==> src/rtl/qbd_pkg.sv <==
// Shared types, widths and helpers for the quorum binary denoiser.
// Used by the interfaces and all modules of the block; depends on nothing.
package qbd_pkg;

    localparam int PATCH_W     = 64;
    localparam int PATCH_BITS  = 64;
    localparam int COUNT_BITS  = 24;
    localparam int NUM_BINS    = PATCH_BITS + 1;
    localparam int QW          = $clog2(NUM_BINS);
    localparam int QSUM_W      = 7;
    localparam int THRESH_W    = 17;
    localparam int FRAC_BITS   = 16;
    localparam int ACTION_W    = 2;
    localparam int CFG_IDX_W   = 1;
    localparam int GROUP_BITS  = 8;
    localparam int GROUPS      = PATCH_W / GROUP_BITS;

    localparam logic [PATCH_W-1:0] PATCH_MASK = {PATCH_W{1'b1}} >> (PATCH_W - PATCH_BITS);

    typedef enum logic [ACTION_W-1:0] {
        ACT_CLEAR  = 2'd0,
        ACT_COUNT  = 2'd1,
        ACT_DECIDE = 2'd2
    } t_action;

    typedef enum logic [CFG_IDX_W-1:0] {
        REG_THRESH_ZERO = 1'b0,
        REG_THRESH_ONE  = 1'b1
    } t_cfg_reg;

    typedef struct packed {
        logic          clear;
        logic          count;
        logic          z;
        logic [QW-1:0] q;
    } t_hist_op;

    function automatic logic [QW-1:0] count_ones(input logic [PATCH_W-1:0] v);
        logic [3:0] grp [GROUPS];
        logic [6:0] sum;
        sum = '0;
        for (int g = 0; g < GROUPS; g++) begin
            grp[g] = '0;
            for (int b = 0; b < GROUP_BITS; b++) begin
                grp[g] = grp[g] + 4'(v[g*GROUP_BITS + b]);
            end
        end
        for (int g = 0; g < GROUPS; g++) begin
            sum = sum + 7'(grp[g]);
        end
        return QW'(sum);
    endfunction

endpackage

==> src/rtl/qbd_decide.sv <==
// Minimum-risk decision for one pixel from its histogram bin and the thresholds.
// Depends on qbd_pkg.
module qbd_decide import qbd_pkg::*; (
    input  logic [COUNT_BITS-1:0] i_total,
    input  logic [COUNT_BITS-1:0] i_ones,
    input  logic                  i_z,
    input  logic [THRESH_W-1:0]   i_thresh_zero,
    input  logic [THRESH_W-1:0]   i_thresh_one,
    output logic                  o_bit
);

    logic [COUNT_BITS-1:0]          zeros;
    logic [COUNT_BITS-1:0]          num;
    logic [THRESH_W-1:0]            thr;
    logic [THRESH_W+COUNT_BITS-1:0] lhs;
    logic [THRESH_W+COUNT_BITS-1:0] rhs;
    logic                           pass;

    always_comb begin
        zeros = (i_ones > i_total) ? '0 : i_total - i_ones;
        num   = i_z ? i_ones : zeros;
        thr   = i_z ? i_thresh_one : i_thresh_zero;
        lhs   = (THRESH_W+COUNT_BITS)'({num, {FRAC_BITS{1'b0}}});
        rhs   = (THRESH_W+COUNT_BITS)'(thr) * (THRESH_W+COUNT_BITS)'(i_total);
        pass  = (lhs >= rhs);
        if (i_total == '0) begin
            o_bit = !i_z;
        end else begin
            o_bit = i_z ? pass : !pass;
        end
    end

endmodule

==> config.mk <==
export PLATFORM = sky130hd
export DESIGN_NAME = qbd_decide
export DESIGN_NICKNAME = d
export VERILOG_FILES = /design/src/rtl/qbd_pkg.sv /design/src/rtl/qbd_decide.sv
export SDC_FILE = /design/constraint.sdc
export NUM_CORES = 1
export LEC_CHECK = 0
export ABC_CLOCK_PERIOD_IN_PS = 22400
export BUFFER_PORTS_ARGS = -buffer_cell sky130_fd_sc_hd__buf_2
export CORE_ASPECT_RATIO = 0.5
export CORE_MARGIN = 1.5
export CORE_UTILIZATION = 56
export DETAILED_ROUTE_END_ITERATION = 7
export PLACE_DENSITY = 0.74
export SLEW_MARGIN = 5
export SYNTH_ARGS = -nofsm -noshare
export SYNTH_HDL_FRONTEND = slang
export SYNTH_SLANG_ARGS = --single-unit
==> constraint.sdc <==
create_clock -name vclk -period 22.4
set_input_delay 2.24 -clock vclk [all_inputs]
set_output_delay 2.24 -clock vclk [all_outputs]
set_load 0.02 [all_outputs]
# ---- Yosys cells after proc, flatten, opt, wreduce, memory -nomap -nowiden
# Index checks and enable logic that the tools add are counted.
dict set report word_totals {
  input_bits 83
  ram_bits 0
  output_inout_bits 1
  reg_bits 0
  latch_bits 0
  mem_bits_ro 0
  elab_cells 12
  mem_count 0
}
dict set report op_classes {
  n_reduce_logical 3
  mul 1
  n_mux 5
  magnitude_cmp 2
  bitwise_logic 0
  n_shift 0
  addsub 1
  n_eq_ne 0
  n_div 0
}
# operator n
set op_table {}
lappend op_table {{24-bit two-way mux} 2}
lappend op_table {{40-bit by 41-bit >= comparator with 1-bit output} 1}
lappend op_table {{17-bit by 24-bit multiplier with 41-bit output} 1}
lappend op_table {{24-bit > comparator} 1}
lappend op_table {{24-bit logical NOT} 1}
lappend op_table {{24-bit subtractor} 1}
lappend op_table {{17-bit two-way mux} 1}
lappend op_table {{1-bit logical NOT} 2}
lappend op_table {{1-bit two-way mux} 2}

# ---- Logic depth before layout (Yosys ltp)
# Gate-level depths: netlist of the first run.
dict set report logic_depth {
  depth_word 7
  mapped_depth 36
  ltp_nobuf 34
}

# ---- Worst setup path after synthesis of the first run
# OpenSTA, ideal clock, no wires.
dict set report synth_timing {
  path_kind {input -> output}
  startpoint {input port i_z}
  endpoint {output port o_bit}
  n_path_buf 3
  arrival_ns 10.492
  stages 35
  setup_slack_ns 9.668
  required_ns 20.160
  path_cell_list {buf_2 -> buf_1 -> mux2_2 -> clkbuf_1 -> and2_1 -> fa_1 -> inv_1 -> fa_1 -> fa_1 -> fa_1 -> inv_1 -> fa_1 -> inv_1 -> fa_1 -> inv_1 -> ha_1 -> a21oi_1 -> o22ai_1 -> a31o_2 -> a221oi_2 -> o21ai_1 -> a211oi_2 -> nor3_1 -> o21ai_1 -> a311oi_1 -> ha_1 -> nand4_1 -> nor2_1 -> nand3_1 -> nor4_1 -> nand4_1 -> nor4_2 -> or3_1 -> o211ai_1 -> nor3_2}
}
dict set report synth_via {
  elab_chain_cells 6
  elab_cells_between_ends 8
  cone_classes {mul: 1; order compare: 1; mux: 4; reduce/logical: 2}
}
# element line_no
set synth_lines {}
lappend synth_lines {{from (decl)} qbd_decide.sv:6} ;# input logic i_z,
lappend synth_lines {{17-bit two-way mux} qbd_decide.sv:22} ;# thr = i_z ? i_thresh_one : i_thresh_zero;
lappend synth_lines {{17-bit by 24-bit multiplier with 41-bit output} qbd_decide.sv:24} ;# rhs = (THRESH_W+COUNT_BITS)'(thr) * (THRESH_W+COUNT_BITS)'(i_total);
lappend synth_lines {{40-bit by 41-bit >= comparator with 1-bit output} qbd_decide.sv:25} ;# pass = (lhs >= rhs);
lappend synth_lines {{1-bit logical NOT} qbd_decide.sv:29} ;# o_bit = i_z ? pass : !pass;
lappend synth_lines {{1-bit two-way mux} qbd_decide.sv:29}
lappend synth_lines {{1-bit two-way mux *} qbd_decide.sv:26} ;# if (i_total == '0) begin
lappend synth_lines {{to (decl)} qbd_decide.sv:9} ;# output logic o_bit
# Mark *: on every way between the ends. The rest lies on a longest branch, timed or not.

# ---- Worst setup path in the final report of the first run
# Ends and elaborated chain as after synthesis.

==> results.txt, run 1 <==
outcome: finished clean
DR top layer: met4
Pins Over Slew Limit: 0
Slew HR: 0.5433
nets: 2415
final hold viol count: 0
Yosys cell types: 70
n_diodes: 0
DR vias/cell: 5.603
1st-iter DRT viols: 800
I/O pins: 84
GRT overflow: 0
cts hold-fix bufs: 0
antenna violations before repair: 0
CLK BUF: 0
Hold Slack: 5.416 ns
Hold Path Class: in2out
Max-cap violations: 0
vias in the first global route: 12.98k
row count: 42
Yosys top cell area share: 0.4320
Crit Path Class: in2out
post-CTS setup buffers: 0
met3 WL: 3.217 mm
Cells after Synth: 1833
area of the core: 26640 um2
Final Core Density: 0.5951
first-pass GRT wire length: 64.36 mm
Routed WL: 37.70 mm
met1 WL: 15.77 mm
largest net degree at the start of global routing: 65
Slowest-stage cell, CP: mux2_2
routed len/inst: 17.22 um
Cell Area, Synth: 15290 um2
Port Buffers: 84
Placer Congestion: 0.9447
Post-DRT Antenna Nets: 0
Yosys warning total: 0
CP arrival: 11.95 ns
chip width: 236.7 um
final setup vio count: 0
Syn Area/Cell: 8.343 um2
RSZ-0062 raised after global routing: no
min cycle time layout: 14.19 ns
HPWL Detailed: 30.21 mm
most used cell, CP: fa_1
drt pass-1 iters: 6
Startpoint Class: input pin
dpl cells: 2189
Critical Path Sink Type: output port
met2 routed WL: 17.57 mm
Area growth syn-to-layout: 3.666%
actual slew at the worst max-slew pin: 0.6850 ns
commonest non-fill, non-tap cells in the layout: inv_1 (409), fa_1 (330), nand2_1 (303)
non-filler cells, final: 2189
drc violations: 0
Worst Path Max Fanout: 64
crit-path max cell delay: 0.70 ns
FFs & Latches: 0
Reg area: 0 um2
die height: 119.9 um
post-CTS sizing: 0
Tot GR Track Use: 0.2837
die area: 28370 um2
Worst Path Required: 20.16 ns
Top delay family on crit path: adder cells
most common cell after layout, fill and taps aside: inv_1
Vias: 12.27k
fin crit share: 0.6334
WP buf/inv: 6
syn nets: 2409
Initial Util: 0.5740
sequential-to-total area share from yosys stat: 0
fmax: 70.48 MHz
Area contributors post-synth: fa_1 (43%), ha_1 (13%), inv_1 (10%)
layout cell share with drive strength beyond 1: 0.06968
post-synth top area cell: fa_1
setup_tns: 0 ns
final cells by class:
type / instances / area [um2]
well taps: 352 / 440.4
repair buffers: 85 / 427.9
inverters: 409 / 1535
fillers: 2432 / 10790
multi-input cells: 1343 / 13450
synthesized netlist by cell type (all sizes together), types with 4 or more instances:
| cell | instances |
|---|---|
| a211oi | 8 |
| o211ai | 10 |
| nand3 | 12 |
| a21o | 25 |
| buf | 11 |
| xor2 | 18 |
| fa | 330 |
| clkbuf | 70 |
| mux2 | 17 |
| nor3 | 13 |
| nand2b | 9 |
| o21ai | 35 |
| nand4 | 11 |
| and2 | 149 |
| nor2 | 34 |
| and3 | 6 |
| or2 | 4 |
| o31ai | 8 |
| o21bai | 5 |
| nor4 | 9 |
| o41ai | 4 |
| a21oi | 81 |
| nand2 | 303 |
| ha | 163 |
| nor2b | 6 |
| xnor2 | 26 |
| a31oi | 5 |
| o21a | 7 |
| inv | 409 |
layer usage:
layer | GRT usage | up-vias
li1 | - | 5614
met1 | 0.3893 | 6099
met2 | 0.4735 | 479
met3 | 0.04371 | 73
met4 | 0.07332 | 0
met5 | 0 | -
kinds of logic after synthesis:
| group | count (synthesis) | synth area share |
|---|---|---|
| and+or+nand+nor | 563 | 0.1757 |
| adders and majority gates | 493 | 0.5653 |
| buffers and inverters | 490 | 0.1205 |
| AOI/OAI and AO/OA | 225 | 0.1001 |
| xor gates and xnor gates | 44 | 0.02520 |
| muxes | 18 | 0.01317 |
stage by stage:
step,instance area (um2),worst slack [ns]
after floorplan,15290,9.668
after global placement,15850,8.693
after detailed placement,15850,8.429
after CTS,15850,8.387
after global routing,15850,7.624
final,15850,8.211
worst paths after layout:
kind	cells after the start	startpoint	end	slack (ns)
setup / recovery	34	i_z	o_bit	8.21
hold / removal	6	i_z	o_bit	5.42
Power of run 1 is not shown: default switching activity piles up to over one toggle a cycle in this logic, so the estimate is an artifact.
==> run 2: changes to the inputs <==
Settings changed: ABC_CLOCK_PERIOD_IN_PS 22400 to 14140.
Clock period 22.4 ns to 14.14 ns, I/O delays scaled along.
==> results.txt, run 2 (synthesized netlist as in run 1, its figures left out) <==
final hold viol count: 0
Slowest-stage cell, CP: mux2_2
fmax: 79.25 MHz
design area: 15850 um2
vias in the first global route: 12.50k
1st-iter DRT viols: 867
nets: 2415
met1 WL: 15.99 mm
first-pass GRT wire length: 62.00 mm
CP arrival: 11.20 ns
Worst Path Required: 12.73 ns
GRT overflow: 0
cts hold-fix bufs: 0
drt pass-1 iters: 6
die area: 28370 um2
FFs & Latches: 0
setup_tns: 0 ns
Tot GR Track Use: 0.2732
Hold Path Class: in2out
crit-path max cell delay: 0.58 ns
drc violations: 0
n_diodes: 0
Startpoint Class: input pin
Final Core Density: 0.5951
actual slew at the worst max-slew pin: 0.7029 ns
fin crit share: 0.8924
layout cell share with drive strength beyond 1: 0.06968
Placer Congestion: 0.9678
row count: 42
I/O pins: 84
outcome: finished clean
Crit Path Class: in2out
routed len/inst: 16.86 um
Vias: 12.26k
Critical Path Sink Type: output port
CLK BUF: 0
largest net degree at the start of global routing: 35
Post-DRT Antenna Nets: 0
final setup vio count: 0
DR vias/cell: 5.602
RSZ-0062 raised after global routing: no
DP Worst Slack: 1.704 ns
DR top layer: met4
commonest non-fill, non-tap cells in the layout: inv_1 (409), fa_1 (330), nand2_1 (303)
post-CTS sizing: 0
Initial Util: 0.5740
Routed WL: 36.90 mm
met2 routed WL: 17.54 mm
Pins Over Slew Limit: 0
Port Buffers: 84
area of the core: 26640 um2
most common cell after layout, fill and taps aside: inv_1
die height: 119.9 um
antenna violations before repair: 0
Area growth syn-to-layout: 3.666%
Reg area: 0 um2
HPWL Detailed: 29.53 mm
Worst Path Max Fanout: 34
chip width: 236.7 um
Slew HR: 0.5314
most used cell, CP: fa_1
dpl cell area: 15850 um2
min cycle time layout: 12.62 ns
met3 WL: 2.376 mm
post-CTS setup buffers: 0
final setup margin: 1.522 ns
Max-cap violations: 0
-- run 2: cell counts in the layout (fill, tap and decap cells not counted) --
Identical to the previous run, type by type.
-- run 2: final cells by class --
| type | count | area [um2] |
|---|---|---|
| multi-input combinational | 1343 | 13450 |
| inverter | 409 | 1535 |
| fill | 2339 | 10790 |
| tap | 352 | 440.4 |
| timing repair buffer | 85 | 427.9 |
-- run 2: per-layer routing --
metal,global-route usage,vias up
li1,-,5623
met1,0.3824,6127
met2,0.4680,443
met3,0.01702,69
met4,0.06771,0
met5,0,-
-- run 2: path summary, 6_finish.rpt --
| path | startpoint | end | slack (ns) | depth (start not counted) |
|---|---|---|---|---|
| setup / recovery | i_z | o_bit | 1.52 | 35 |
| hold / removal | i_z | o_bit | 3.91 | 6 |
-- run 2: per-stage QoR --
step	hold WS, ns	instances
2_1_floorplan	3.416	1833
3_3_place_gp	3.899	2189
3_5_place_dp	3.901	2189
4_1_cts	3.901	2189
5_1_grt	3.977	2189
6_report	3.912	2189
-- run 2: critical path: cells and delay by family --
| family | cells | cell delay [ns] |
|---|---|---|
| compound gates | 9 | 2.06 |
| fa+ha+maj | 8 | 3.60 |
| buf+inv | 7 | 1.27 |
| mux | 1 | 0.58 |
| simple gates | 10 | 2.23 |
Power of run 2 is left out for the same reason.
